[src/hw/rtl/sed_pkg.sv]
// ----------------------------------------------------------------------------
// sed_pkg
// shared types, character codes and helpers for the escape decoder
// ----------------------------------------------------------------------------
package sed_pkg;

	localparam int unsigned CharW    = 8;
	localparam int unsigned CountW   = 16;
	localparam int unsigned MaxRes   = 3;
	localparam int unsigned ResNumW  = 2;

	localparam logic [CountW-1:0] CountMax = 16'hFFFF;

	// decode modes
	localparam logic [1:0] ModeNormal = 2'd0;
	localparam logic [1:0] ModeEsc    = 2'd1;
	localparam logic [1:0] ModeHexHi  = 2'd2;
	localparam logic [1:0] ModeHexLo  = 2'd3;

	// character codes
	localparam logic [CharW-1:0] ChNul   = 8'h00;
	localparam logic [CharW-1:0] ChBsl   = 8'h5C;
	localparam logic [CharW-1:0] ChX     = 8'h78;
	localparam logic [CharW-1:0] ChN     = 8'h6E;
	localparam logic [CharW-1:0] ChT     = 8'h74;
	localparam logic [CharW-1:0] ChR     = 8'h72;
	localparam logic [CharW-1:0] ChB     = 8'h62;
	localparam logic [CharW-1:0] ChF     = 8'h66;
	localparam logic [CharW-1:0] ChZero  = 8'h30;
	localparam logic [CharW-1:0] ChNine  = 8'h39;
	localparam logic [CharW-1:0] ChLoA   = 8'h61;
	localparam logic [CharW-1:0] ChLoF   = 8'h66;
	localparam logic [CharW-1:0] ChUpA   = 8'h41;
	localparam logic [CharW-1:0] ChUpF   = 8'h46;

	// control byte values
	localparam logic [CharW-1:0] ByteLf  = 8'h0A;
	localparam logic [CharW-1:0] ByteTab = 8'h09;
	localparam logic [CharW-1:0] ByteCr  = 8'h0D;
	localparam logic [CharW-1:0] ByteBs  = 8'h08;
	localparam logic [CharW-1:0] ByteFf  = 8'h0C;

	// group of results produced by one input character
	typedef struct packed {
		logic [ResNumW-1:0]              num;
		logic                            term;
		logic [MaxRes-1:0][CharW-1:0]    data;
		logic [MaxRes-1:0][CountW-1:0]   count;
	} res_group_t;

	function automatic logic is_hex(input logic [CharW-1:0] c);
		return ((c >= ChZero) && (c <= ChNine)) || ((c >= ChLoA) && (c <= ChLoF)) ||
			((c >= ChUpA) && (c <= ChUpF));
	endfunction

	function automatic logic [3:0] hex_val(input logic [CharW-1:0] c);
		logic [CharW-1:0] v;
		if ((c >= ChZero) && (c <= ChNine)) begin
			v = c - ChZero;
		end else if ((c >= ChLoA) && (c <= ChLoF)) begin
			v = c - ChLoA + 8'd10;
		end else begin
			v = c - ChUpA + 8'd10;
		end
		return v[3:0];
	endfunction

	// saturating count plus a small step
	function automatic logic [CountW-1:0] sat_add(input logic [CountW-1:0] cnt,
			input logic [1:0] step);
		logic [CountW:0] s;
		s = {1'b0, cnt} + {{(CountW-1){1'b0}}, step};
		return s[CountW] ? CountMax : s[CountW-1:0];
	endfunction

endpackage

[src/hw/rtl/sed_decode.sv]
// ----------------------------------------------------------------------------
// sed_decode
// escape state, string count and the per-character decode
// ----------------------------------------------------------------------------
module sed_decode (
	input  logic                      clk,
	input  logic                      arst_n,
	input  logic [sed_pkg::CharW-1:0] char_code,
	input  logic                      take,
	output sed_pkg::res_group_t       grp
);

	logic [1:0]                 mode_q;
	logic [sed_pkg::CharW-1:0]  high_q;
	logic [sed_pkg::CountW-1:0] cnt_q;

	logic [1:0]                 mode_d;
	logic [sed_pkg::CharW-1:0]  high_d;
	logic [sed_pkg::CountW-1:0] cnt_d;
	logic [sed_pkg::CharW-1:0]  esc_byte;
	logic [sed_pkg::CountW-1:0] cnt1;
	logic [sed_pkg::CountW-1:0] cnt2;
	logic [sed_pkg::CountW-1:0] cnt3;

	assign cnt1 = sed_pkg::sat_add(cnt_q, 2'd1);
	assign cnt2 = sed_pkg::sat_add(cnt_q, 2'd2);
	assign cnt3 = sed_pkg::sat_add(cnt_q, 2'd3);

	always_comb begin
		unique case (char_code)
			sed_pkg::ChN:    esc_byte = sed_pkg::ByteLf;
			sed_pkg::ChT:    esc_byte = sed_pkg::ByteTab;
			sed_pkg::ChR:    esc_byte = sed_pkg::ByteCr;
			sed_pkg::ChB:    esc_byte = sed_pkg::ByteBs;
			sed_pkg::ChF:    esc_byte = sed_pkg::ByteFf;
			sed_pkg::ChZero: esc_byte = sed_pkg::ChNul;
			default:         esc_byte = char_code;
		endcase
	end

	always_comb begin
		grp        = '0;
		mode_d     = mode_q;
		high_d     = high_q;
		cnt_d      = cnt_q;
		if (char_code == sed_pkg::ChNul) begin
			// end of string: pending escape dropped
			grp.num      = 2'd1;
			grp.term     = 1'b1;
			grp.count[0] = cnt_q;
			mode_d       = sed_pkg::ModeNormal;
			high_d       = '0;
			cnt_d        = '0;
		end else begin
			unique case (mode_q)
				sed_pkg::ModeNormal: begin
					if (char_code == sed_pkg::ChBsl) begin
						mode_d = sed_pkg::ModeEsc;
					end else begin
						grp.num      = 2'd1;
						grp.data[0]  = char_code;
						grp.count[0] = cnt1;
						cnt_d        = cnt1;
					end
				end
				sed_pkg::ModeEsc: begin
					if (char_code == sed_pkg::ChX) begin
						mode_d = sed_pkg::ModeHexHi;
					end else begin
						mode_d       = sed_pkg::ModeNormal;
						grp.num      = 2'd1;
						grp.data[0]  = esc_byte;
						grp.count[0] = cnt1;
						cnt_d        = cnt1;
					end
				end
				sed_pkg::ModeHexHi: begin
					high_d = char_code;
					mode_d = sed_pkg::ModeHexLo;
				end
				sed_pkg::ModeHexLo: begin
					mode_d = sed_pkg::ModeNormal;
					high_d = '0;
					if (sed_pkg::is_hex(high_q) && sed_pkg::is_hex(char_code)) begin
						grp.num      = 2'd1;
						grp.data[0]  = {sed_pkg::hex_val(high_q), sed_pkg::hex_val(char_code)};
						grp.count[0] = cnt1;
						cnt_d        = cnt1;
					end else begin
						// not a hex pair: give back x and both characters
						grp.num      = 2'd3;
						grp.data[0]  = sed_pkg::ChX;
						grp.data[1]  = high_q;
						grp.data[2]  = char_code;
						grp.count[0] = cnt1;
						grp.count[1] = cnt2;
						grp.count[2] = cnt3;
						cnt_d        = cnt3;
					end
				end
				default: begin
					mode_d = sed_pkg::ModeNormal;
				end
			endcase
		end
	end

	always_ff @(posedge clk or negedge arst_n) begin
		if (!arst_n) begin
			mode_q <= sed_pkg::ModeNormal;
			high_q <= '0;
			cnt_q  <= '0;
		end else if (take) begin
			mode_q <= mode_d;
			high_q <= high_d;
			cnt_q  <= cnt_d;
		end
	end

endmodule

[src/hw/rtl/sed_out_buf.sv]
// ----------------------------------------------------------------------------
// sed_out_buf
// result register holding one group of up to three results, sent in order
// ----------------------------------------------------------------------------
module sed_out_buf (
	input  logic                        clk,
	input  logic                        arst_n,
	input  sed_pkg::res_group_t         grp,
	input  logic                        load,
	output logic                        free,
	output logic                        m_valid,
	input  logic                        m_ready,
	output logic [sed_pkg::CharW-1:0]   m_byte,
	output logic [sed_pkg::CountW-1:0]  m_count,
	output logic                        m_term,
	output logic                        m_last
);

	logic [sed_pkg::ResNumW-1:0]                          n_q;
	logic                                                 term_q;
	logic [sed_pkg::MaxRes-1:0][sed_pkg::CharW-1:0]       data_q;
	logic [sed_pkg::MaxRes-1:0][sed_pkg::CountW-1:0]      count_q;
	logic                                                 pop;

	assign pop     = m_valid && m_ready;
	assign free    = (n_q == '0) || ((n_q == 2'd1) && m_ready);
	assign m_valid = (n_q != '0);
	assign m_byte  = data_q[0];
	assign m_count = count_q[0];
	assign m_term  = term_q;
	assign m_last  = (n_q == 2'd1);

	always_ff @(posedge clk or negedge arst_n) begin
		if (!arst_n) begin
			n_q    <= '0;
			term_q <= 1'b0;
		end else if (load) begin
			n_q    <= grp.num;
			term_q <= grp.term;
		end else if (pop) begin
			n_q    <= n_q - 2'd1;
		end
	end

	always_ff @(posedge clk) begin
		if (load) begin
			data_q  <= grp.data;
			count_q <= grp.count;
		end else if (pop) begin
			data_q  <= {data_q[sed_pkg::MaxRes-1], data_q[sed_pkg::MaxRes-1:1]};
			count_q <= {count_q[sed_pkg::MaxRes-1], count_q[sed_pkg::MaxRes-1:1]};
		end
	end

`ifndef ASSERT_OFF
	a_load_when_free: assert property (@(posedge clk) disable iff (!arst_n)
		load |-> free)
		else $error("result group loaded over pending results");
	a_term_single: assert property (@(posedge clk) disable iff (!arst_n)
		(m_valid && m_term) |-> (n_q == 2'd1))
		else $error("terminator result not alone in its group");
	a_load_nonempty: assert property (@(posedge clk) disable iff (!arst_n)
		load |-> (grp.num != '0))
		else $error("empty result group loaded");
`endif

endmodule

[src/hw/rtl/string_escape_decoder_unit.sv]
// ----------------------------------------------------------------------------
// string_escape_decoder_unit
// C-style string escape decoder, one character per transaction
// ----------------------------------------------------------------------------
// usage:
//   s_axis carries one character per transaction in tdata[7:0]; a zero
//   character ends the string and produces one terminator result
//   m_axis carries decoded bytes: tdata[7:0] byte, tdata[23:8] running count,
//   tuser marks the terminator (byte 0, count = total bytes of the string),
//   tlast marks the last result caused by one input character
// path: a character is registered in the input register, decoded, and loaded into
//   the result register once that has space; its results go out on m_axis from
//   the result register
// throughput: one character per cycle while the result register has space; a
//   "\x" with a non-hex pair gives three results, sent one per cycle from the result
//   register while m_axis_tready is high, so the input holds behind it until the last is taken
// characters that produce nothing (backslash, x, first hex character) pass
//   through without waiting on m_axis
// reset: asynchronous, clears escape state, count and both registers
// stall: with m_axis_tready low the result register holds its transaction,
//   the input register fills and s_axis_tready drops until space frees up
// ----------------------------------------------------------------------------
module string_escape_decoder_unit (
	input  logic        clk,
	input  logic        arst_n,
	// input channel
	input  logic        s_axis_tvalid,
	output logic        s_axis_tready,
	input  logic [7:0]  s_axis_tdata,   // [7:0] char_code
	// result channel
	output logic        m_axis_tvalid,
	input  logic        m_axis_tready,
	output logic [23:0] m_axis_tdata,   // [7:0] out_byte, [23:8] byte_count
	output logic        m_axis_tuser,   // [0] is_terminator
	output logic        m_axis_tlast
);

	// input register stage
	logic                      valid_s1;
	logic [sed_pkg::CharW-1:0] char_s1;

	sed_pkg::res_group_t       grp;
	logic                      buf_free;
	logic                      take;
	logic                      load;
	logic [sed_pkg::CharW-1:0] res_byte;
	logic [sed_pkg::CountW-1:0] res_count;

	// a character leaves the input stage when its results fit the result register
	assign take          = valid_s1 && ((grp.num == '0) || buf_free);
	assign load          = take && (grp.num != '0);
	assign s_axis_tready = !valid_s1 || take;

	always_ff @(posedge clk or negedge arst_n) begin
		if (!arst_n) begin
			valid_s1 <= 1'b0;
		end else if (s_axis_tready) begin
			valid_s1 <= s_axis_tvalid;
		end
	end

	always_ff @(posedge clk) begin
		if (s_axis_tvalid && s_axis_tready) begin
			char_s1 <= s_axis_tdata;
		end
	end

	// escape decode and string state
	sed_decode u_decode (
		.clk       (clk),
		.arst_n    (arst_n),
		.char_code (char_s1),
		.take      (take),
		.grp       (grp)
	);

	// result register and serializer
	sed_out_buf u_out_buf (
		.clk     (clk),
		.arst_n  (arst_n),
		.grp     (grp),
		.load    (load),
		.free    (buf_free),
		.m_valid (m_axis_tvalid),
		.m_ready (m_axis_tready),
		.m_byte  (res_byte),
		.m_count (res_count),
		.m_term  (m_axis_tuser),
		.m_last  (m_axis_tlast)
	);

	assign m_axis_tdata = {res_count, res_byte};

`ifndef ASSERT_OFF
	a_ready_when_empty: assert property (@(posedge clk) disable iff (!arst_n)
		!valid_s1 |-> s_axis_tready)
		else $error("input stalled with empty input register");
	a_term_shape: assert property (@(posedge clk) disable iff (!arst_n)
		(m_axis_tvalid && m_axis_tuser) |-> (m_axis_tlast && (res_byte == sed_pkg::ChNul)))
		else $error("malformed terminator result");
	a_count_after_term: assert property (@(posedge clk) disable iff (!arst_n)
		(m_axis_tvalid && m_axis_tready && m_axis_tuser) |=>
		(!m_axis_tvalid || m_axis_tuser || (res_count == 16'd1) || (res_count == 16'd3)))
		else $error("count not restarted after terminator");
`endif

endmodule
[config.mk]
export PLATFORM = sky130hd
export DESIGN_NAME = string_escape_decoder_unit
export DESIGN_NICKNAME = d
export VERILOG_FILES = /design/src/hw/rtl/sed_pkg.sv /design/src/hw/rtl/sed_decode.sv /design/src/hw/rtl/sed_out_buf.sv /design/src/hw/rtl/string_escape_decoder_unit.sv
export SDC_FILE = /design/constraint.sdc
export NUM_CORES = 1
export LEC_CHECK = 0
export ABC_AREA = 1
export BUFFER_PORTS_ARGS = -buffer_cell sky130_fd_sc_hd__clkbuf_2
export CAP_MARGIN = 20
export CORE_UTILIZATION = 62
export CTS_CLUSTER_SIZE = 16
export DETAILED_ROUTE_END_ITERATION = 10
export HOLD_SLACK_MARGIN = 0.06
export PLACE_DENSITY = 0.81
export SYNTH_ARGS = -nofsm -noshare
export SYNTH_HDL_FRONTEND = slang
export SYNTH_SLANG_ARGS = --single-unit
[constraint.sdc]
create_clock -name clk -period 6.2 [get_ports clk]
set_input_delay 0.93 -clock clk [delete_from_list [all_inputs] [get_ports clk]]
set_output_delay 0.93 -clock clk [all_outputs]
set_load 0.05 [all_outputs]
# Word-level counts from Yosys, hierarchy flattened
# Index checks and enable logic that the tools add are counted.
# word_totals
ff_bits	110
in_bits	12
wordCells	130
# classes
addsub	14
n_lt_le_gt_ge	12
eq_ne	15
mux	44
reduce_logical	32
# op_table
operator	n
$mux 16	13
$mux 32	3
$pmux 16 s3	2
$eq 8x7->1 const B	7
$mux 56	1
$mux 48	1
$pmux 8 s6	1
$add 16x2->17 const B	2
$ge 8x7->1 const B	4
$le 8x7->1 const B	4
$mux 8	4
$mux 24	1
$pmux 8 s3	1
$sub 4x1->4 const B	6
$add 16x1->17 const B	1
$add 4x4->4 const B	4
$ge 8x6->1 const B	2
$le 8x6->1 const B	2
$mux 4	4
$pmux 8 s2	1
$mux 2	7
$logic_and 1x1->1	12
$eq 8x6->1 const B	1
$logic_not 8->1	1
other kinds (16)	32

# Depth between registers and ports, before layout
# logic_depth
ltp_word	13
mapped_depth	16
depth_no_buf	14

# By module
# A second synthesis with hierarchy kept.
# unflattened
hier_cells	998
area_unflattened_um2	7270.7
# modules_own_cells
module	instances	cells_each	area_each_um2	seq_area_each_um2
sed_decode	1	650	3572.2	650.6
sed_out_buf	1	328	3375.7	2237.1
string_escape_decoder_unit	1	20	322.8	265.3

# Worst setup path before layout
# OpenSTA, ideal clock, no wires.
# synth_timing
kind	flip-flop to flip-flop
from	register char_s1[0] in the netlist's numbering
to	register u_out_buf.count_q[16] in the netlist's numbering, enable pin
setup_time_ns	0.596
t_arrival_ns	2.481
t_required_ns	5.604
slack_ns	3.122
stages_incl_launch_ff	9
path_buffers	1
synth_period_minus_slack_ns	3.078
cell_sequence	edfxtp_1 > inv_1 > ha_1 > nand3_1 > o21ai_4 > nand3_2 > nand3_4 > buf_4 > nand2_1
# synth_between
elab_chain_len	13
# synth_lines
item	line_no	text
from (decl)	string_escape_decoder_unit.sv:40	logic [sed_pkg::CharW-1:0] char_s1;
from (signal assigned)	string_escape_decoder_unit.sv:64	char_s1 <= s_axis_tdata;
$ge 8x6->1, or another cell as far along	sed_pkg.sv:52	return ((c >= ChZero) && (c <= ChNine)) || ((c >= ChLoA) && (c <= ChLoF)) ||
$logic_and 1x1->1	sed_pkg.sv:52	
$logic_or 1x1->1 (2 in series)	sed_pkg.sv:52	
$logic_and 1x1->1	sed_decode.sv:84	if (sed_pkg::is_hex(high_q) && sed_pkg::is_hex(char_code)) begin
$mux 2	sed_decode.sv:84	
$pmux 2 s3	sed_decode.sv:55	unique case (mode_q)
$mux 2 *	sed_decode.sv:46	if (char_code == sed_pkg::ChNul) begin
$logic_not 2->1	string_escape_decoder_unit.sv:50	assign take = valid_s1 && ((grp.num == '0) || buf_free);
$logic_or 1x1->1	string_escape_decoder_unit.sv:50	
$logic_and 1x1->1	string_escape_decoder_unit.sv:50	
$logic_and 1x1->1 *	string_escape_decoder_unit.sv:51	assign load = take && (grp.num != '0);
$reduce_bool 2->1 (no line) *	n/a	
to (signal assigned)	sed_out_buf.sv:48	count_q <= grp.count;
to (signal assigned)	sed_out_buf.sv:51	count_q <= {count_q[sed_pkg::MaxRes-1], count_q[sed_pkg::MaxRes-1:1]};
to (decl)	sed_out_buf.sv:22	logic [sed_pkg::MaxRes-1:0][sed_pkg::CountW-1:0] count_q;
# Mark *: on every way between the ends. The rest lies on a longest branch, timed or not.
# A chain may end at the register's enable or synchronous reset.

# Final worst setup path
# layout_timing
from	register char_s1[0] in the netlist's numbering
to	register u_out_buf.count_q, in the netlist u_out_buf.m_count[1], data pin
# layout_between
elab_chain_len	13
# layout_lines
item	line_no	text
$ge 8x6->1, or another cell as far along	sed_pkg.sv:52	
$logic_and 1x1->1	sed_pkg.sv:52	
$logic_or 1x1->1 (2 in series)	sed_pkg.sv:52	
$logic_and 1x1->1	sed_decode.sv:84	
$mux 2	sed_decode.sv:84	
$pmux 2 s3	sed_decode.sv:55	
$mux 2	sed_decode.sv:46	
$logic_not 2->1	string_escape_decoder_unit.sv:50	
$logic_or 1x1->1	string_escape_decoder_unit.sv:50	
$logic_and 1x1->1	string_escape_decoder_unit.sv:50	
$logic_and 1x1->1	string_escape_decoder_unit.sv:51	
$mux 48 *	sed_out_buf.sv:46	if (load) begin
# Mark *: on every way between the ends. The rest lies on a longest branch, timed or not. The select of a mux whose other input is x is not followed.

==> metrics.md <==
| Metric | Value |
|---|---|
| Status | `finished, final reports clean` |
| Final hold vios | `0` |
| Cts repair resizes | `0` |
| Final instance area | `a little over 7000 sq um` |
| Worst slew pin tran | `930 ps` |
| CP startpoint | `char_s1[0]` |
| Avg Vias per Cell | `5.88` |
| # Max-Cap Violations | `0` |
| Min Hold Slack | `495 ps` |
| CTS Sinks | `110` |
| Hold-fix buffers, CTS | `0` |
| Clk_skew | `12.1 ps` |
| Pins Over Slew Limit | `0` |
| Power share of the combinational group | `0.497` |
| Fill count | `956` |
| Synth top area cells | `edfxtp_1 (35%), nand2_1 (15%), dfrtp_1 (11%)` |
| Initial antenna violation count | `0` |
| Final HPWL from detailed placement | `12300 um` |
| P&R area growth vs syn | `3.32%` |
| CTS Root Cell | `clkbuf_8` |
| Rows | `38` |
| Max FO, Critical Path | `62` |
| Core area | `around 11000 sq um` |
| Setup TNS | `0 ps` |
| Met2 usage | `0.472` |
| RR Startpoint | `char_s1[0]` |
| Yosys reg bits | `110` |
| Area occupied by multi-input gates | `3090 sq um` |
| Port buffer count | `39` |
| Post-Route WL | `roughly 18000 um` |
| Lkg Pwr | `3.24 nW` |
| Vias in the first global route | `5629` |
| Crit share post-route | `0.655` |
| Max Buffers Root-to-Sink | `2` |
| Psw | `approximately 1.9 mW` |
| Pint | `1.94 mW` |
| ANT nets after route | `0` |
| CP Data Required Time | `roughly 6400 ps` |
| Area post-placement | `6950 sq um` |
| EDFF count, synth | `80` |
| Final nets | `911` |
| Min-delay worst type | `flop to flop` |
| Critical path launch point type | `flop` |
| Fraction of layout cells with a size suffix above 1 | `0.107` |
| Synthesized cell area | `between 6000 and 7000 sq um` |
| Die Ht | `108 um` |
| Area share of the largest cell type after synthesis | `0.347` |
| Sw Ratio | `0.496` |
| ANT cells | `0` |
| Clock transition at path regs | `110 ps` |
| Clk Latency, worst-skew pair | `400 ps` |
| Die X | `108 um` |
| Fin crit period | `4060 ps` |
| Die area | `roughly 12000 sq um` |
| Vias post-DR | `6060` |
| Placer's final routability congestion estimate | `0.995` |
| IO Pins | `40` |
| Crit end category | `flop` |
| CTS tree | `yes` |
| FF/Latch Area | `3150 sq um` |
| Syn avg cell area | `7.78 sq um` |
| H-tree Lvls | `3` |
| M3 GR Usage | `0.0642` |
| Sequential share of the synthesized area | `0.455` |
| Hold Crit Start | `u_out_buf.m_term` |
| All-layer global routing usage | `0.330` |
| Starting Density | `0.639` |
| Worst vdd ir | `0.609 mV` |
| RSZ-0062 raised after global routing | `no` |
| First-pass GRT wire length | `28800 um` |
| 1st-iter DRT viols | `641` |
| Cts bufs inserted | `9` |
| Clock Power Share | `0.120` |
| GRT busiest layer | `met1` |
| Met1 usage | `0.488` |
| Sequential Power Share | `0.383` |
| Largest net degree at the start of global routing | `63` |
| Pwr Density | `538 nW/um^2` |
| Setup Buffers After CTS | `0` |
| Largest area contributor in the netlist | `edfxtp_1` |
| DR WL/cell | `17.5 um` |
| Global route overflow | `0` |
| Initial DRT Pass Iterations | `6` |
| Slew headroom | `0.380` |
| Cells after Synth | `890` |
| Fmax achieved | `246 MHz` |
| Mapped Nets | `916` |
| Critical path class | `flop to flop` |
| Residual DRC count | `0` |
| Post-synth ARST share | `0.273` |
| Ys flop type | `edfxtp_1` |
| YS warnings | `0` |
| Post-synth cell types | `37` |
| # setup viols final | `0` |
| Crit path DAT | `4210 ps` |
==> layer usage <==
| layer | up-vias | routed length [um] |
|---|---|---|
| met5 | - | 0 |
| met4 | 0 | 375 |
| met3 | 33 | 1600 |
| met2 | 302 | 7780 |
| met1 | 2837 | 8280 |
| li1 | 2888 | - |
==> cells by family after synthesis <==
group | count (synthesis) | share of synthesized area
adder cells (fa/ha/maj) | 14 | 0.0253
AND/OR/NAND/NOR | 494 | 0.303
AO/OA/AOI/OAI | 118 | 0.0954
flip-flops | 110 | 0.455
buffers and inverters | 136 | 0.0981
XOR/XNOR | 18 | 0.0228
==> synth_stat cells (2+ instances only) <==
cell type,instances
nand2_1,273
nor2_1,107
edfxtp_1,80
inv_1,69
nand3_1,61
o21ai_0,55
dfrtp_1,30
buf_4,29
o21ai_1,24
nand4_1,23
a21oi_1,18
buf_2,18
xor2_1,17
ha_1,14
nor3_1,9
inv_2,8
o21ai_2,8
o211ai_1,6
buf_6,5
nand2_2,5
clkbuf_1,4
nand3_2,4
nor2_2,4
buf_1,3
nand3b_1,3
a31oi_1,2
==> through the flow <==
step	utilization	instances	worst slack, ps	total power [mW]
6_report	0.660	1030	2140	3.85
5_1_grt	0.660	1030	1880	4.12
4_1_cts	0.660	1030	2200	3.83
3_5_place_dp	0.641	1014	2220	3.37
3_3_place_gp	0.639	1013	2390	3.29
2_1_floorplan	-	890	3120	3.03
==> power by group through the flow <==
stage | clock network [mW] | logic [mW] | registers, mW
final | 0.462 | 1.91 | 1.47
after global routing | 0.490 | 2.12 | 1.51
after CTS | 0.464 | 1.90 | 1.47
after detailed placement | 0 | 1.89 | 1.48
after global placement | 0 | 1.82 | 1.48
after floorplan | 0 | 1.65 | 1.38
==> path summary, 6_finish.rpt <==
path / endpoint / slack (ps) / cells past startpoint
min reg2reg: u_out_buf.m_term / 490 / 2
min: u_out_buf.m_term / 490 / 2
max in group asynchronous: u_decode.cnt_q[15] / 4960 / 1
max reg2reg: u_out_buf.m_count[1] / 2140 / 11
min in group asynchronous: u_decode.high_q[2] / 650 / 1
max: u_out_buf.m_count[1] / 2140 / 11
==> critical path: stages, from the launching register on <==
cell and delay [ps]:
edfxtp_1 510, inv_1 220, ha_1 340, nand3_1 110, buf_4 270, nand3_2 160, nand3_4 540, inv_2 700
buf_4 570, nand2_1 140, o21ai_1 110, o21ai_0 100
==> state kept, by name, indices dropped and copies added, names as in the netlist <==
register and flops:
u_decode.cnt_q 16, u_decode.mode_q 2, u_out_buf.m_count 16, u_out_buf.n_q 2, u_out_buf.data_q 16, valid_s1 1
u_out_buf.count_q 32, u_out_buf.m_byte 8, char_s1 8, u_decode.high_q 8, u_out_buf.m_term 1
==> placed cells by master (no fill, tap or decap), types with 2 or more instances in the layout <==
master / count
nand2_1: 272
nor2_1: 107
edfxtp_1: 80
inv_1: 69
nand3_1: 61
o21ai_0: 55
clkbuf_2: 39
dfrtp_1: 30
o21ai_1: 24
nand4_1: 23
a21oi_1: 18
xor2_1: 17
ha_1: 14
nor3_1: 9
clkbuf_8: 9
inv_2: 8
o21ai_2: 8
nand2_2: 6
o211ai_1: 6
nand3_2: 4
nor2_2: 4
nand3b_1: 3
buf_4: 3
a31oi_1: 2
clkinv_4: 2
inv_6: 2
==> final cells by class <==
type,count,share of cell area
Sequential cell,110,0.441
Multi-Input combinational cell,644,0.432
Inverter,77,0.0404
Timing Repair Buffer,43,0.0332
Tap cell,140,0.0245
Clock buffer,9,0.0173
Clock inverter,7,0.0114
(Power assumes the default switching activity.)
